$ cat config.mk
export PLATFORM = sky130hd
export DESIGN_NAME = sbpp_ram
export DESIGN_NICKNAME = d
export VERILOG_FILES = /design/src/spectral_band_peak_picker_defines.svh /design/src/sbpp_ram.sv
export SDC_FILE = /design/constraint.sdc
export NUM_CORES = 1
export LEC_CHECK = 0
export ABC_CLOCK_PERIOD_IN_PS = 2300
export BUFFER_PORTS_ARGS = -buffer_cell sky130_fd_sc_hd__buf_2
export CAP_MARGIN = 10
export CORE_ASPECT_RATIO = 0.75
export CORE_MARGIN = 1
export CORE_UTILIZATION = 42
export DETAILED_ROUTE_END_ITERATION = 7
export GPL_ROUTABILITY_DRIVEN = 0
export PLACE_DENSITY = 0.7
export SYNTH_ARGS = -nofsm -noshare
export SYNTH_HDL_FRONTEND = slang
export SYNTH_SLANG_ARGS = --single-unit
$ cat constraint.sdc
create_clock -name clk -period 2.3 [get_ports clk]
set_clock_uncertainty 0.2 [all_clocks]
set_input_delay 0.46 -clock clk [delete_from_list [all_inputs] [get_ports clk]]
set_output_delay 0.46 -clock clk [all_outputs]
set_load 0.03 [all_outputs]
$ cat src/spectral_band_peak_picker_defines.svh
// Assertion macros shared by the spectral band peak picker
`ifndef SPECTRAL_BAND_PEAK_PICKER_DEFINES_SVH
`define SPECTRAL_BAND_PEAK_PICKER_DEFINES_SVH

// Check a consequent in the same cycle as its antecedent
`define SBPP_ASSERT_NOW(label, clk_i, rst_ni, ante, cons) \
	label: assert property (@(posedge clk_i) disable iff (!rst_ni) (ante) |-> (cons)) \
		else $error("sbpp: same-cycle check failed");

// Check a consequent in the cycle after its antecedent
`define SBPP_ASSERT_NEXT(label, clk_i, rst_ni, ante, cons) \
	label: assert property (@(posedge clk_i) disable iff (!rst_ni) (ante) |=> (cons)) \
		else $error("sbpp: next-cycle check failed");

`endif

$ cat src/sbpp_ram.sv
module sbpp_ram #(
	parameter int unsigned WIDTH = 8,
	parameter int unsigned DEPTH = 16
) (
	input  logic                     clk,
	input  logic                     wr_en,
	input  logic [$clog2(DEPTH)-1:0] wr_addr,
	input  logic [WIDTH-1:0]         wr_data,
	input  logic                     rd_en,
	input  logic [$clog2(DEPTH)-1:0] rd_addr,
	output logic [WIDTH-1:0]         rd_data
);

	logic [WIDTH-1:0] mem_q [DEPTH];

	// write port and registered read port
	always_ff @(posedge clk) begin
		if (wr_en) begin
			mem_q[wr_addr] <= wr_data;
		end
		if (rd_en) begin
			rd_data <= mem_q[rd_addr];
		end
	end

endmodule

-- Word level (Yosys, flattened, before mapping)
Memories as Yosys holds them, arrays and structs flattened. A register that Yosys moved wholly into a read port is not among the register bits.
Index checks and enable logic that the tools add are counted.
- mux-type cells: 2
- operators with widths (cell ; count):
    $mux W1 ; 2
- flip-flop bits (word level): 0
- bits in writable memories: 128
- output and inout port bits: 8
- word-level logic and storage cells: 3
- memories kept: 1
- memories (memory ; words ; bits a word ; rd ports ; clocked after memory_dff ; wr ports ; RTL line ; text):
    mem_q ; 16 ; 8 ; 1 ; 1 ; 1 ; sbpp_ram.sv:14 ; logic [WIDTH-1:0] mem_q [DEPTH];

-- Logic depth before layout (Yosys ltp)
- word-level depth: 2
- depth in mapped cells: 5

-- Least setup slack after synthesis
OpenSTA, ideal clock, no wires.
- path kind: input port to flip-flop
- start point: input wr_addr[2]
- end point: memory mem_q[0][0] (enable)
- setup time: 0.383 ns
- arrival: 1.570 ns
- path slack: 0.147 ns
- stages: 2
- buffers on the path: 0
- cell sequence: or3b_2 -> nor3_1
- RTL lines (item ; RTL line ; text):
    start, declared ; sbpp_ram.sv:7 ; input logic [$clog2(DEPTH)-1:0] wr_addr,
    end, declared ; sbpp_ram.sv:14 ;
No word-level cell before the write port.

==> run metrics <==
Post-CTS Resized 0; syn_area_per_cell 22.83 sq um; FF-to-FF path depth 3; #FFs+latches synth around 140; H-tree Lvls 4; XOR/XNOR share of the synthesized area 0%; worst skew pair latency 0.41 ns; final hold violation count 0; num rows 34; CP arrival 1.73 ns; layout cell share with drive strength beyond 1 31.65%; Final Slew Violations 0; reg2reg end rd_data[4]; crit end category register; mux cell area share after synthesis 14.79%; Seq/Total Area, Yosys 78.12%; initial core utilization about 44%; Final ANT Viol Nets 0; TritonRoute pass-1 iters 4; Core Area 11870 sq um; CP required 2.25 ns; worst min path class in -> reg; Hold Path Depth 1; area leader, netlist edfxtp_1; total number of vias 2470; Post-CTS Setup Bufs 0; largest net degree at the start of global routing 33; FILL cells 917; commonest non-fill, non-tap cell in the layout edfxtp_1; RSZ-0062 raised after global routing no; R2R Setup Slk 0.64 ns; WS Path Type in -> reg; post-route DRC violation count 0; wire per inst 21.48 um; count of distinct cell types in the synthesized netlist 18; Yosys warning count 0; Max clock buf depth 2; vias in the first global route 2533; antenna cells 0; final net count 305; Slew Limit Headroom 64.00%; outcome completed; post-synthesis adder-cell area fraction 0%; ranking of synthesized cells by area edfxtp_1 (78%), mux4_2 (7.8%), mux4_1 (7.0%), a22oi_1 (2.3%), nor2_1 (0.93%); area of the mapped netlist 5228 sq um; setup TNS 0 ns; worst-margin pin slew 0.5359 ns; Detailed Route Iter0 Violations 199; min cycle time layout 1.772 ns; Synth Area in Compound Gates 2.298%; initial antenna violation count 1; Yosys top cell area share 78.12%; CTS Buf Count 17; critical path fanouts, max 12; Cells after Synth 229; total gr overflow 0; Syn Nets 248; IO Port Bufs 26; Final Cycle Share 77.05%; CTS sink cnt 136; Area after DPL between 5000 and 6000 sq um; CTS clk-pin slew, worst paths ~0.05 ns; first-pass GRT wire length 14.84 mm; fmax 564.3 MHz; top-level I/O count 27; HPWL after detailed placement 6.357 mm; P&R area growth vs syn 17.81%; CTS tree done; Reg-to-Reg Start mem_q[9][4]; Hold Startpoint wr_data[5]; MaxCap Viol Count 0; DR vias/cell 5.381; Worst IR Drop VDD 559.1 uV; Global Route Usage Sum 16.91%; Hold Path Sink mem_q[14][5]; most frequent cells in the layout edfxtp_1 (136), buf_2 (26), buf_4 (20), mux4_2 (18), clkbuf_16 (17); drt total wl 9.859 mm; die width between 100 and 150 um; final non-filler cell area between 6000 and 7000 sq um; PD cells 869.6 nW/um^2; root buffer cell clkbuf_16; largest family of logic cells by synthesized area multiplexers; P_leak between 2 and 2.5 nW; die height approximately 99 um; die area 12900 sq um; Post-Synth Simple-Gate Area 3.135%; Final Setup Violations 0; Setup crit start kind input pin; hold_buf cts 0
==> layer usage <==
metal,track usage (%),wire (um),vias up
met5,0,0,-
met4,5.747,101,0
met3,5.917,477,9
met2,24.50,4582,71
met1,23.90,4697,1296
li1,-,-,1094
==> metrics by stage <==
step	total power, mW	utilization, %	setup WS [ns]	instances	hold slack [ns]
after floorplan	3.020	-	0.1471	229	0.3589
after global placement	3.131	47.72	0.09577	429	0.5300
after detailed placement	3.141	47.72	0.08932	429	0.5285
after CTS	5.397	51.89	0.5173	459	0.2209
after global routing	5.524	51.89	0.4727	459	0.2194
final	5.355	51.89	0.5278	459	0.2270
==> registers in the layout, indices dropped and copies added, names as in the netlist <==
| name | flops |
|---|---|
| rd_data | 8 |
| mem_q | 128 |
==> cells in the mapped netlist <==
master	count
clkdlybuf4s25_2	3
nand2b_1	2
buf_4	1
nor3_1	4
or3b_2	1
and2_1	1
nand3_1	1
mux4_1	14
and2b_1	1
buf_2	3
nand3b_1	2
nor2b_1	1
buf_6	3
mux4_2	18
nor2_1	13
edfxtp_1	136
nand2_1	9
a22oi_1	16
==> worst max-delay path, cell delays in order <==
cell and delay (ns):
buf_2 0.12, buf_4 0.24, mux4_1 0.58, a22oi_1 0.25
nand2_1 0.07
==> worst max path at each step <==
stage          startpoint          end  slack (ns)  cells after the start
4_1_cts        rd_addr[0]   rd_data[3]        0.52                      5
6_report       rd_addr[0]   rd_data[3]        0.53                      5
2_1_floorplan  wr_addr[2]  mem_q[0][0]        0.15                      2
3_5_place_dp   rd_addr[0]   rd_data[3]        0.09                      5
3_3_place_gp   rd_addr[0]   rd_data[4]         0.1                      5
5_1_grt        rd_addr[0]   rd_data[3]        0.47                      5
==> final cells by class <==
cell class	count	area, sq um	share of cell area (%)
multi-input cells	83	1057	17.17
clock buffers	19	432.9	7.030
flip-flops and latches	136	4084	66.31
clock inverters	11	61.31	0.9955
well taps	162	202.7	3.291
repair buffers	48	320.3	5.201
==> logic make-up after synthesis <==
group	Yosys count
flip-flops	136
AO/OA/AOI/OAI	16
multiplexers	32
buffers and inverters	10
AND/OR/NAND/NOR	35
==> power by group <==
part | internal (mW) | switching (mW) | total, mW
Combinational | 0.112 | 0.164 | 0.275
Sequential | 2.79 | 0.0164 | 2.81
Clock | 1.34 | 0.929 | 2.27
Total | 4.25 | 1.11 | 5.36
(Power assumes the default switching activity.)
