### config.mk
export PLATFORM = sky130hd
export DESIGN_NAME = sbpp_div
export DESIGN_NICKNAME = d
export VERILOG_FILES = /design/src/spectral_band_peak_picker_defines.svh /design/src/sbpp_div.sv
export SDC_FILE = /design/constraint.sdc
export NUM_CORES = 1
export LEC_CHECK = 0
export BUFFER_PORTS_ARGS = -buffer_cell sky130_fd_sc_hd__clkbuf_2
export CAP_MARGIN = 5
export CORE_MARGIN = 3
export CORE_UTILIZATION = 55
export DETAILED_ROUTE_END_ITERATION = 8
export PLACE_DENSITY = 0.85
export SYNTH_ARGS = -nofsm -noshare
export SYNTH_HDL_FRONTEND = slang
export SYNTH_SLANG_ARGS = --single-unit
### constraint.sdc
create_clock -name clk -period 2.9 [get_ports clk]
set_input_delay 0.725 -clock clk [delete_from_list [all_inputs] [get_ports clk]]
set_output_delay 0.725 -clock clk [all_outputs]
set_load 0.02 [all_outputs]
### src/spectral_band_peak_picker_defines.svh
// Assertion macros shared by the spectral band peak picker
`ifndef SPECTRAL_BAND_PEAK_PICKER_DEFINES_SVH
`define SPECTRAL_BAND_PEAK_PICKER_DEFINES_SVH

// Check a consequent in the same cycle as its antecedent
`define SBPP_ASSERT_NOW(label, clk_i, rst_ni, ante, cons) \
	label: assert property (@(posedge clk_i) disable iff (!rst_ni) (ante) |-> (cons)) \
		else $error("sbpp: same-cycle check failed");

// Check a consequent in the cycle after its antecedent
`define SBPP_ASSERT_NEXT(label, clk_i, rst_ni, ante, cons) \
	label: assert property (@(posedge clk_i) disable iff (!rst_ni) (ante) |=> (cons)) \
		else $error("sbpp: next-cycle check failed");

`endif

### src/sbpp_div.sv
module sbpp_div #(
	parameter int unsigned DD_W = 42,
	parameter int unsigned DS_W = 25
) (
	input  logic            clk,
	input  logic            arst_n,
	input  logic            start,
	input  logic [DD_W-1:0] dividend,
	input  logic [DS_W-1:0] divisor,
	output logic            busy,
	output logic            done,
	output logic [DD_W-1:0] quotient
);

	localparam int unsigned STEP_W = $clog2(DD_W + 1);

	logic [STEP_W-1:0] step_q;
	logic              busy_q;
	logic              done_q;
	logic [DS_W-1:0]   div_q;
	logic [DS_W-1:0]   rem_q;
	logic [DD_W-1:0]   quo_q;
	logic [DS_W:0]     trial;
	logic              fits;

	// one restoring step: shift in the next dividend bit, subtract if it fits
	assign trial = {rem_q, quo_q[DD_W-1]};
	assign fits  = trial >= {1'b0, div_q};

	always_ff @(posedge clk or negedge arst_n) begin
		if (!arst_n) begin
			busy_q <= 1'b0;
			done_q <= 1'b0;
			step_q <= '0;
		end else begin
			done_q <= 1'b0;
			if (start) begin
				busy_q <= 1'b1;
				step_q <= '0;
			end else if (busy_q) begin
				step_q <= step_q + 1'b1;
				if (step_q == STEP_W'(DD_W - 1)) begin
					busy_q <= 1'b0;
					done_q <= 1'b1;
				end
			end
		end
	end

	always_ff @(posedge clk) begin
		if (start) begin
			div_q <= divisor;
			rem_q <= '0;
			quo_q <= dividend;
		end else if (busy_q) begin
			rem_q <= fits ? DS_W'(trial - {1'b0, div_q}) : trial[DS_W-1:0];
			quo_q <= {quo_q[DD_W-2:0], fits};
		end
	end

	assign busy     = busy_q;
	assign done     = done_q;
	assign quotient = quo_q;

endmodule

* After elaboration in Yosys (flattened, before gate mapping)
Cells that the tools add are included.
** Storage, ports and cells
- Register bits :: 100
- Input bits :: 70
- Output and inout port bits :: 44
- Logic and storage cells :: 22
** Cells by class
- $add $sub $neg :: 2
- $lt $le $gt $ge :: 1
- Equality and inequality tests :: 1
- Muxes and demuxes :: 11
- Reduce and logical (&&, ||, !) cells :: 1
** Operator list (number)
- 42-bit 2-to-1 mux :: 2
- 26-bit by 25-bit greater-or-equal comparator with 1-bit output :: 1
- 25-bit 2-to-1 mux :: 1
- 25-bit subtractor :: 1
- 6-bit 2-to-1 mux :: 2
- 6-bit by 1-bit adder with 6-bit output, second input constant :: 1
- 6-bit equality test, second input constant :: 1
- 1-bit 2-to-1 mux :: 6
- 2-bit nonzero test :: 1

* Longest topological paths before layout
- Depth after elaboration :: 4
- Depth in mapped cells :: 13

* Least setup slack after synthesis
OpenSTA, ideal clock, no wires.
- Kind :: register to register
- From :: reg quo_q[41], in the netlist quotient[41]
- To :: reg rem_q[11]
- Data arrival time :: 2.691 ns
- Required time :: 2.735 ns
- Setup slack :: 0.044 ns
- Stages on the path, launching flop included :: 14
- Cells stage by stage :: edfxtp_1 -> inv_1 -> ha_1 -> inv_1 -> fa_1 -> a21o_1 -> a221oi_2 -> a2111o_1 -> a2111o_1 -> nand4_1 -> nand2_2 -> buf_4 -> mux2i_1 -> o22ai_1
** Between the ends
- Word-level cells in the longest chain between the ends :: 2
** RTL lines
- start: declaration :: line sbpp_div.sv:22 : logic [DD_W-1:0] quo_q;
- start signal: assignment :: line sbpp_div.sv:54 : quo_q <= dividend;
- start signal: assignment :: line sbpp_div.sv:57 : quo_q <= {quo_q[DD_W-2:0], fits};
- 25-bit subtractor / 26-bit by 25-bit greater-or-equal comparator with 1-bit output (equally long branches) :: line sbpp_div.sv:56, sbpp_div.sv:28
- 25-bit 2-to-1 mux * :: line sbpp_div.sv:56 : rem_q <= fits ? DS_W'(trial - {1'b0, div_q}) : trial[DS_W-1:0];
- end signal: assignment :: line sbpp_div.sv:56
- end: declaration :: line sbpp_div.sv:21 : logic [DS_W-1:0] rem_q;
Mark *: on every way between the ends. The rest lies on a longest branch, timed or not.
A chain may end at the register's enable or synchronous reset.

* Final worst setup path
- From :: reg div_q[0]
- To :: reg rem_q[19]
** Between the ends
- Word-level cells in the longest chain between the ends :: 2
** RTL lines
- start: declaration :: line sbpp_div.sv:20 : logic [DS_W-1:0] div_q;
- start signal: assignment :: line sbpp_div.sv:52 : div_q <= divisor;
- 25-bit subtractor / 26-bit by 25-bit greater-or-equal comparator with 1-bit output (equally long branches) :: line sbpp_div.sv:56, sbpp_div.sv:28
- 25-bit 2-to-1 mux * :: line sbpp_div.sv:56
Marked as above.

==> summary.md <==
| Metric | Value |
|---|---|
| Synth top area cells | `edfxtp_1 37%, dfxtp_1 9.3%, mux2_2 8.5%` |
| Initial Util | `57.64%` |
| Worst-Skew Late Latency | `0.37 ns` |
| Num CTS Buffers | `9` |
| Crit-path max FO | `5` |
| Power, Total | `3.043 mW` |
| Cells after Synth | `476` |
| Area after detailed placement | `6145 µm²` |
| DP Cell Count | `708` |
| WL/cell | `16.88 µm` |
| Final setup viols | `1` |
| First-pass GRT wire length | `19.73 mm` |
| Largest net degree at the start of global routing | `42` |
| Share of the yosys chip area belonging to registers | `50.22%` |
| Initial drt markers | `267` |
| Yosys reg bits | `100` |
| Via-to-Cell Ratio | `5.709` |
| Leakage Power | `3.026 nW` |
| Ant diodes | `0` |
| Fin cells | `733` |
| Failing checks | `setup timing` |
| Core region area | `9371 µm²` |
| TritonCTS Sinks | `100` |
| DR DRC count | `0` |
| Cell area after synthesis | `5401 µm²` |
| Initial antenna violation count | `0` |
| Vias | `4185` |
| Pwr dens | `465.6 nW/µm²` |
| Worst Skew | `0.01274 ns` |
| Remaining Overflow, GRT | `0` |
| First drt pass iteration count | `5` |
| Status | `finished with violations` |
| Max VDD drop | `325.0 µV` |
| Rel. slew slack | `45.19%` |
| Synth top area share | `37.25%` |
| Critical Path AT | `3.15 ns` |
| Fin util | `69.75%` |
| HPWL after DPL | `8.931 mm` |
| Most frequent cell after synthesis | `edfxtp_1` |
| Min-delay worst type | `input pin to asynchronous set/reset pin` |
| Num rows | `35` |
| Distinct cells, synth | `55` |
| Critical path type | `flip-flop to flip-flop` |
| Period utilisation layout | `100.1%` |
| Worst Setup Start Kind | `flip-flop` |
| Final Hold Fails | `0` |
| Reg2Reg Depth | `13` |
| Max Slew Vio Count | `0` |
| Number of enable flip-flop cells after synthesis | `67` |
| Post-Route WL | `12.38 mm` |
| Final Instance Area | `6536 µm²` |
| Vias in the first global route | `4154` |
| Post-route ant nets | `0` |
| CTS root buf | `clkbuf_8` |
| Required time worst endpoint | `3.14 ns` |
| Hold_ws | `0.1773 ns` |
| Worst-margin pin slew | `0.8205 ns` |
| Yosys top cell by area | `edfxtp_1` |
| Minimum clock period | `2.903 ns` |
| Synth Warn # | `0` |
| Final WS setup | `-0.003481 ns` |
| Post-synth top cells | `67 x edfxtp_1, 41 x mux2_2, 34 x inv_1` |
| CTS tree | `done` |
| Die Y | `105.1 µm` |
| Area Growth Syn to Fin | `21.01%` |
| I/O Buffers | `113` |
| Top-Level Pins | `114` |
| Layout cells sized above 1 | `35.76%` |
| Worst-path clk slew | `0.10 ns` |
| Number of max-cap violations | `0` |
| Horiz. Die Dim | `105.1 µm` |
| # H-tree levels | `3` |
| Net count after synthesis | `574` |
| Routability cong. | `0.9491` |
| CP endpoint kind | `flip-flop` |
| Synth Flop Type | `edfxtp_1` |
| RSZ-0062 raised after global routing | `true` |
| F_max | `344.4 MHz` |
| Number of nets in the layout | `697` |
| Bufs on Longest Clock Path | `2` |
| Asr flop ratio synth | `8.000%` |
| Post-Syn Area per Cell | `11.35 µm²` |
| Tot GR Track Use | `22.01%` |
| Die ar. | `11050 µm²` |
## state kept, by name, summed over array words and instances (netlist names)
name	cells
quotient	42
rem_q	25
busy	1
div_q	25
done	1
step_q	6
## critical path: stages (launching register included)
cell and delay [ns]:
edfxtp_1 0.44, ha_4 0.19, inv_2 0.05, fa_2 0.20, a21o_1 0.15, a221oi_2 0.08, a2111o_1 0.41, a2111o_1 0.40
nand4_1 0.16, nand2_4 0.12, buf_12 0.17, clkbuf_16 0.15, a32oi_1 0.18, o31ai_1 0.10
## routing by layer
metal	track usage, %	wire length, µm	share of wire [%]	vias to the layer above
met4	6.935	264	2.1	0
met2	37.86	6440	52	113
li1	-	-	-	2006
met3	5.188	554	4.5	24
met1	27.38	5116	41	2042
met5	0	0	0	-
## final timing paths
| path | startpoint | endpoint | slack, ns |
|---|---|---|---|
| max reg2reg | div_q[0] | rem_q[19] | -0.003 |
| min in group clk | rem_q[2] | rem_q[2] | 0.49 |
| min | arst_n | step_q[3] | 0.18 |
| min reg2reg | rem_q[2] | rem_q[2] | 0.49 |
| max | div_q[0] | rem_q[19] | -0.003 |
| max in group asynchronous | arst_n | step_q[2] | 2.54 |
## what timing repair did
action / in CTS / in global routing
cloned: 0 / 2
buffers inserted: 2 / 5
gates resized for setup: 3 / 21
hold buffers: 0 / 0
pin swaps: 1 / 16
setup endpoints to repair: 1 / 26
## power by group
group	total, mW	internal, mW	switching, mW
registers	1.68	1.63	0.0481
clock network	0.857	0.331	0.526
logic	0.510	0.225	0.285
total	3.04	2.18	0.859
## kinds of logic after synthesis
logic type,Yosys count,synth area share (%)
compound gates,103,13.23
simple gates,100,9.081
flops,100,50.22
mux,61,12.35
buf+inv,58,4.285
fa+ha+maj,28,6.625
xor+xnor,26,4.216
## layout by cell type (no fill, tap or decap), drive strengths merged, types with 6 or more instances in the layout
cell,count
a211oi,16
mux2,42
nor2,30
o21ai,16
xnor2,12
clkbuf,123
a32oi,6
dfrtp,8
a21o,11
buf,23
a21oi,22
dfxtp,25
nor3,6
edfxtp,67
nand3,12
xor2,14
nand2,24
inv,36
a31oi,6
nand4,6
mux2i,19
ha,27
## area by class of cell
class,instances,area [µm²]
Timing Repair Buffer,136,798.3
Inverter,34,127.6
Tap cell,129,161.4
Clock inverter,6,57.56
Multi-Input combinational cell,318,2551
Clock buffer,10,127.6
Sequential cell,100,2713
Fill cell,689,2835
## stage by stage
stage / setup TNS (ns) / worst slack [ns]
after floorplan: 0 / 0.04389
after global placement: 0 / 0.1331
after detailed placement: -0.01274 / -0.01274
after CTS: 0 / 0.02505
after global routing: -2.415 / -0.1378
final: -0.003481 / -0.003481
Note: power is estimated with default switching activity, not from simulation.
