==> src/spectral_band_peak_picker_defines.svh <==
// Assertion macros shared by the spectral band peak picker
`ifndef SPECTRAL_BAND_PEAK_PICKER_DEFINES_SVH
`define SPECTRAL_BAND_PEAK_PICKER_DEFINES_SVH

// Check a consequent in the same cycle as its antecedent
`define SBPP_ASSERT_NOW(label, clk_i, rst_ni, ante, cons) \
	label: assert property (@(posedge clk_i) disable iff (!rst_ni) (ante) |-> (cons)) \
		else $error("sbpp: same-cycle check failed");

// Check a consequent in the cycle after its antecedent
`define SBPP_ASSERT_NEXT(label, clk_i, rst_ni, ante, cons) \
	label: assert property (@(posedge clk_i) disable iff (!rst_ni) (ante) |=> (cons)) \
		else $error("sbpp: next-cycle check failed");

`endif

==> src/sbpp_pkg.sv <==
package sbpp_pkg;

	localparam int unsigned HALF_FRAME_BINS_DEF = 128;
	localparam int unsigned TOP_BANDS_DEF       = 8;
	localparam int unsigned MAX_EMIT            = 8;

	localparam int unsigned MAG_W   = 24;
	localparam int unsigned SUM_W   = 25;
	localparam int unsigned FCNT_W  = 16;
	localparam int unsigned RATIO_W = 16;
	localparam int unsigned KEY_W   = RATIO_W + 1;
	// dividend holds mean*count + sum
	localparam int unsigned DD_W    = SUM_W + FCNT_W + 1;

	// configuration register indexes
	localparam logic [1:0] CFG_THRESHOLD = 2'd0;
	localparam logic [1:0] CFG_NEEDED    = 2'd1;
	localparam logic [1:0] CFG_SILENCE   = 2'd2;

	typedef enum logic [1:0] {
		KIND_RAINBOW = 2'd0,
		KIND_BLANK   = 2'd1,
		KIND_BAND    = 2'd2
	} kind_t;

	typedef struct packed {
		logic [MAG_W-1:0] left_magnitude;
		logic [MAG_W-1:0] right_magnitude;
		logic             frame_end;
	} in_item_t;

	typedef struct packed {
		kind_t              kind;
		logic [2:0]         rank;
		logic [6:0]         bin_number;
		logic [RATIO_W-1:0] ratio;
		logic               slot_valid;
		logic               last_result;
	} out_item_t;

	// control from the sequencer to the ranking table
	typedef struct packed {
		logic clear;
		logic insert;
	} rank_ctl_t;

endpackage

==> src/sbpp_rank.sv <==
module sbpp_rank #(
	parameter int unsigned TOP_BANDS = sbpp_pkg::TOP_BANDS_DEF,
	parameter int unsigned BIN_W     = 7,
	parameter int unsigned IDX_W     = (TOP_BANDS > 1) ? $clog2(TOP_BANDS) : 1
) (
	input  logic                           clk,
	input  logic                           arst_n,
	input  sbpp_pkg::rank_ctl_t            ctl,
	input  logic [BIN_W-1:0]               ins_bin,
	input  logic [sbpp_pkg::RATIO_W-1:0]   ins_ratio,
	input  logic [IDX_W-1:0]               rd_idx,
	output logic [BIN_W-1:0]               rd_bin,
	output logic [sbpp_pkg::KEY_W-1:0]     rd_key
);

	logic [BIN_W-1:0]            bins_q [TOP_BANDS];
	logic [sbpp_pkg::KEY_W-1:0]  keys_q [TOP_BANDS];
	logic [sbpp_pkg::KEY_W-1:0]  key;
	logic [TOP_BANDS-1:0]        gt;

	// keys carry a valid mark above the ratio; table is sorted descending,
	// so gt is set from the insert position to the end
	assign key = {1'b1, ins_ratio};

	always_comb begin
		for (int j = 0; j < TOP_BANDS; j++) begin
			gt[j] = key > keys_q[j];
		end
	end

	// clear, or insert and shift the lower entries down by one
	always_ff @(posedge clk or negedge arst_n) begin
		if (!arst_n) begin
			for (int j = 0; j < TOP_BANDS; j++) begin
				bins_q[j] <= '0;
				keys_q[j] <= '0;
			end
		end else if (ctl.clear) begin
			for (int j = 0; j < TOP_BANDS; j++) begin
				bins_q[j] <= '0;
				keys_q[j] <= '0;
			end
		end else if (ctl.insert) begin
			for (int j = 0; j < TOP_BANDS; j++) begin
				if (j > 0 && gt[(j > 0) ? j - 1 : 0]) begin
					bins_q[j] <= bins_q[(j > 0) ? j - 1 : 0];
					keys_q[j] <= keys_q[(j > 0) ? j - 1 : 0];
				end else if (gt[j]) begin
					bins_q[j] <= ins_bin;
					keys_q[j] <= key;
				end
			end
		end
	end

	assign rd_bin = bins_q[rd_idx];
	assign rd_key = keys_q[rd_idx];

endmodule

==> config.mk <==
export PLATFORM = sky130hd
export DESIGN_NAME = sbpp_rank
export DESIGN_NICKNAME = d
export VERILOG_FILES = /design/src/spectral_band_peak_picker_defines.svh /design/src/sbpp_pkg.sv /design/src/sbpp_rank.sv
export SDC_FILE = /design/constraint.sdc
export NUM_CORES = 1
export LEC_CHECK = 0
export BUFFER_PORTS_ARGS = -buffer_cell sky130_fd_sc_hd__buf_2
export CELL_PAD_IN_SITES_DETAIL_PLACEMENT = 1
export CELL_PAD_IN_SITES_GLOBAL_PLACEMENT = 2
export CORE_AREA = 2 2 240 242
export CTS_CLUSTER_DIAMETER = 80
export DETAILED_ROUTE_END_ITERATION = 6
export DIE_AREA = 0 0 242 244
export GPL_ROUTABILITY_DRIVEN = 0
export PLACE_DENSITY = 0.53
export SLEW_MARGIN = 25
export SYNTH_ARGS = -nofsm -noshare
export SYNTH_HDL_FRONTEND = slang
export SYNTH_SLANG_ARGS = --single-unit
==> constraint.sdc <==
create_clock -name clk -period 3.02 [get_ports clk]
set_input_delay 0.453 -clock clk [delete_from_list [all_inputs] [get_ports clk]]
set_output_delay 0.453 -clock clk [all_outputs]
set_load 0.05 [all_outputs]
### Word level (Yosys, flattened, before mapping)

Index checks and enable logic that the tools add are counted.
W data, S select, Z words.

| cells by class | value |
|---|---|
| reduce and logical (&&, ||, !) cells | 17 |
| muxes and demuxes | 40 |
| bitwise gates (word level) | 1 |
| $lt $le $gt $ge | 9 |

Operator list:

| kind | number |
|---|---|
| $mux W17 | 17 |
| $mux W136 | 2 |
| $gt A17 B17 Y1 | 8 |
| $mux W7 | 17 |
| $mux W56 | 2 |
| $bmux W17 S3 | 1 |
| $bmux W7 S3 | 1 |
| $reduce_bool A3 Y1 | 7 |
| $reduce_and A2 Y1 | 8 |
| $ge A4 B4 Y1 const B | 1 |
| $not A3 Y4 | 1 |
| $reduce_bool A2 Y1 | 2 |

| storage, ports and cells | value |
|---|---|
| bits in registers | 192 |
| word-level logic and storage cells | 83 |
| output and inout bits | 24 |

### Longest topological paths before layout

| depth | value |
|---|---|
| depth in word-level cells | 5 |
| depth in mapped cells | 12 |
| depth with buffers taken out | 9 |

### Least setup slack after synthesis

OpenSTA, ideal clock, no wires.

| path | value |
|---|---|
| kind | in2out |
| from | input port rd_idx[0] |
| to | output port rd_key[0] in the netlist's numbering |
| data arrival time | 2.208 ns |
| setup slack | 0.359 ns |
| stages on the path | 4 |
| cells stage by stage | buf_1 > buf_2 > mux4_2 > mux2_2 |

| on the way | value |
|---|---|
| word-level cells in the longest chain between the ends | 4 |

Ends and longest elaborated chain:

| what | line | source |
|---|---|---|
| start, declared | sbpp_rank.sv:11 | `input logic [IDX_W-1:0] rd_idx,` |
| $not A3 Y4 (not written as such) | sbpp_rank.sv:57 | `assign rd_key = keys_q[rd_idx];` |
| $bmux W17 S3 | sbpp_rank.sv:57 |  |
| $mux W17 (not written as such) (2 in a row) | sbpp_rank.sv:57 |  |
| end, declared | sbpp_rank.sv:13 | `output logic [sbpp_pkg::KEY_W-1:0] rd_key` |

Every way passes these cells. The select of a mux whose other input is x is not followed.

### Final worst setup path

| path | value |
|---|---|
| from | register keys_q[29] in the netlist's numbering |
| to | register bins_q[6] in the netlist's numbering |

| on the way | value |
|---|---|
| word-level cells in the longest chain between the ends | 4 |
| elaborated cells on any way between the ends | 6 |
| those cells by class | order compare: 1; mux: 3; reduce/logical: 2 |

Ends and longest elaborated chain:

| what | line | source |
|---|---|---|
| start, declared | sbpp_rank.sv:17 | `logic [sbpp_pkg::KEY_W-1:0] keys_q [TOP_BANDS];` |
| start signal, assigned by index | sbpp_rank.sv:47 | `keys_q[j] <= keys_q[(j > 0) ? j - 1 : 0];` |
| start signal, assigned by index | sbpp_rank.sv:50 | `keys_q[j] <= key;` |
| $gt A17 B17 Y1 * | sbpp_rank.sv:27 | `gt[j] = key > keys_q[j];` |
| $mux W7 | sbpp_rank.sv:45 | `if (j > 0 && gt[(j > 0) ? j - 1 : 0]) begin` |
| $mux W56 | sbpp_rank.sv:43 | `end else if (ctl.insert) begin` |
| $mux W56 | sbpp_rank.sv:38 | `end else if (ctl.clear) begin` |
| end signal, assigned by index | sbpp_rank.sv:46 | `bins_q[j] <= bins_q[(j > 0) ? j - 1 : 0];` |
| end signal, assigned by index | sbpp_rank.sv:49 | `bins_q[j] <= ins_bin;` |
| end, declared | sbpp_rank.sv:16 | `logic [BIN_W-1:0] bins_q [TOP_BANDS];` |

Mark *: on every way between the ends. The rest lies on a longest branch, timed or not. The select of a mux whose other input is x is not followed.
A chain may end at the register's enable or synchronous reset.

==> flow_summary.json <==
{
  "outcome": "complete, no violations",
  "p_total_w": 0.00692,
  "synth_common_cells": "192 x dfrtp_1, 133 x inv_1, 128 x ha_1",
  "portBuffers": 53,
  "arrival_ps": 3250,
  "dpl_worst_slack_ps": -174,
  "clkPwrFrac_pct": 38.8,
  "r2r-end": "bins_q[6]",
  "finalNetCount": 1633,
  "p_int_w": 0.00477,
  "whs_path_depth": 2,
  "n_fill_cell": 6384,
  "start_util_pct": 24.9,
  "timing.slew.headroom_pct": 43.6,
  "viasPerCell": 5.07,
  "worstRegToRegCells": 10,
  "yosysWarnings": 0,
  "synth-edff-count": 0,
  "setup_viol": 0,
  "area_growth_pct": 20.0,
  "grt_pass1_wl_um": 82100,
  "drc": 0,
  "num_io_pins": 54,
  "fin_crit_sh_pct": 96.5,
  "crit_chain": "inv_2, ha_1, and3_4, a221o_1, a221o_1, a22oi_4, buf_12, buf_12, mux2i_4, a311oi_2",
  "dieArea_mm2": 0.0590,
  "antenna_found_initial": 0,
  "cts_tree": "yes",
  "p_per_area_mw_per_mm2": 413,
  "antenna_cells": 0,
  "cp_max_fo": 14,
  "wl_um": 52900,
  "drv_cap": 0,
  "cts_sinks": 192,
  "worstSetupPathType": "flop to flop",
  "num_rows": 87,
  "synth_area_mm2": 0.0140,
  "min_from": "ctl[1]",
  "first_pass_iters": 4,
  "synth.top_cell.area_share_pct": 34.4,
  "startpoint_type": "flop",
  "synth_area_per_cell_um2": 10.0,
  "drtAntennaViolNets": 0,
  "skew_ps": 8.84,
  "syn_nets": 1550,
  "fmax_mhz": 343,
  "vias": 11400,
  "rsz0062_at_grt": "no",
  "cts.clk_slew.worst_paths_ps": 80,
  "wl_per_cell_um": 23.6,
  "clock_latency_ps": 500,
  "htreeDepth": 4,
  "cts-buffers-inserted": 17,
  "hold_class": "input pin to flop",
  "drt_iter0_markers": 535,
  "fin_util_pct": 29.9,
  "ys_seq_area_share_pct": 34.4,
  "power_frac_seq_pct": 40.4,
  "yosysTopAreaCell": "dfrtp_1",
  "cp_slowest_cell": "a221o_1",
  "synthArstFlopShare_pct": 100,
  "r2r_start": "keys_q[29]",
  "yosysMostFrequentCell": "dfrtp_1",
  "synth-seq-cells": 192,
  "ir_drop_v": 0.000490,
  "end_kind": "flop",
  "rrSetupSlack_ps": 100,
  "required_ps": 3360,
  "tightest_slew_ps": 845,
  "grt_usage_pct": 18.5,
  "switching_power_w": 0.00215,
  "cts_buffer_depth": 2,
  "power_frac_comb_pct": 20.8,
  "drive_above_1_share_pct": 22.3,
  "fin_tns_setup_ps": 0,
  "max_stage_delay_ps": 420,
  "synth_ff_type": "dfrtp_1",
  "holdPathEnd": "keys_q[124]",
  "report.final.slew_viol_count": 0,
  "die_x_um": 242,
  "first_global_vias": 12500,
  "root_buffer": "clkbuf_16",
  "swShare_pct": 31.1,
  "p_leak_nw": 7.60,
  "dp.final_hpwl_um": 39200,
  "synth_cell_types": 53,
  "coreArea_mm2": 0.0562,
  "worst_slack_ps": 105,
  "grt_max_degree": 60,
  "overflow": 0,
  "synthCells": 1392,
  "die_h_um": 244,
  "finalHoldViolCount": 0,
  "timing.final.crit_period_ps": 2920,
  "synth_top_cells_by_area": "dfrtp_1 34%, ha_1 11%, mux2i_1 8.8%, mux4_2 7.7%, inv_1 3.6%"
}
## metal layers
layer	track usage, %	wire length (um)	vias up
met5	0	0	-
li1	-	-	5347
met2	30.6	25100	154
met4	7.06	1530	0
met3	2.62	1500	61
met1	24.4	24800	5796
## worst max path at each step
stage	cells past startpoint	end	startpoint	slack, ps
floorplan	4	rd_key[0]	rd_idx[0]	360
global placement	12	keys_q[9]	ins_ratio[10]	-180
detailed placement	12	keys_q[10]	ins_ratio[10]	-170
CTS	10	bins_q[6]	keys_q[29]	30
global route	10	bins_q[5]	keys_q[29]	8
finish	10	bins_q[6]	keys_q[29]	100
## registers in the layout, indices dropped and copies added, names as in the netlist
name    flops
keys_q    136
bins_q     56
## cell type report
cell class / instances / area [um^2] / area share, %
multi-input combinational: 948 / 8240 / 49.1
sequential: 192 / 4800 / 28.6
timing repair buffer: 183 / 1630 / 9.71
tap: 756 / 946 / 5.64
inverter: 133 / 499 / 2.98
clock buffer: 21 / 470 / 2.80
clock inverter: 9 / 180 / 1.07
## power groups by stage
stage / clock, W / sequential, W / combinational (W)
global route: 0.00287 / 0.00281 / 0.00160
floorplan: 0 / 0.00279 / 0.000852
CTS: 0.00280 / 0.00280 / 0.00146
global placement: 0 / 0.00285 / 0.00143
detailed placement: 0 / 0.00285 / 0.00145
finish: 0.00269 / 0.00279 / 0.00144
## repair_timing
action                                  in CTS  in global routing
endpoints found under the hold margin       55                  0
hold buffers                                 1                  0
resized for setup                            0                 11
endpoints found under the setup margin       0                 35
buffers inserted                             0                  1
## placed cells by master (no fill, tap or decap), types with 4 or more instances in the layout
cell | synthesis | final
o21ai_0 | 13 | 12
a221o_1 | 25 | 25
bufinv_16 | 0 | 5
a211o_1 | 24 | 24
inv_1 | 133 | 130
mux2_2 | 24 | 24
dfrtp_1 | 192 | 192
mux2i_1 | 123 | 122
o32ai_1 | 15 | 15
a311oi_1 | 4 | 4
clkbuf_16 | 0 | 17
nand4_1 | 22 | 22
nand2b_1 | 6 | 6
nand2_1 | 45 | 44
and3_1 | 22 | 21
ha_1 | 128 | 127
mux4_2 | 48 | 48
o2bb2ai_1 | 32 | 32
nor4_1 | 19 | 18
buf_12 | 0 | 29
a311oi_2 | 19 | 19
o31ai_1 | 4 | 4
nand3_1 | 24 | 24
nor2_2 | 2 | 4
buf_2 | 35 | 50
a21boi_0 | 6 | 6
a211oi_1 | 50 | 50
buf_4 | 6 | 100
nor2_1 | 113 | 111
o21a_1 | 7 | 5
a21oi_1 | 81 | 81
nor3_1 | 40 | 39
a21o_1 | 9 | 9
nand4b_1 | 4 | 4
and4_1 | 4 | 4
o21bai_1 | 4 | 4
## through the flow
step           area, um^2  hold slack, ps  cells
2_1_floorplan       14000             157   1392
5_1_grt             16800             319   2242
3_5_place_dp        16100             463   2210
3_3_place_gp        16100             472   2210
6_report            16800             314   2242
4_1_cts             16700             283   2241
## critical path: cells and delay by family, from the launching register on
kind	cells	cell delay, ps
AOI/OAI and AO/OA	4	1260
muxes	1	230
adders and majority gates	1	300
and+or+nand+nor	1	160
buffers and inverters	3	390
DFF	1	390
## cell families (layout without fill, tap and decap cells)
| kind of cell | Yosys count | in the layout | synth area share, % |
|---|---|---|---|
| multiplexers | 195 | 195 | 18.5 |
| AO/OA/AOI/OAI | 313 | 313 | 17.4 |
| AND/OR/NAND/NOR | 312 | 312 | 10.8 |
| buffers and inverters | 252 | 346 | 7.56 |
| adder cells (fa/ha/maj) | 128 | 128 | 11.5 |
| flip-flops | 192 | 192 | 34.4 |
Note: power is estimated with default switching activity, not from simulation.
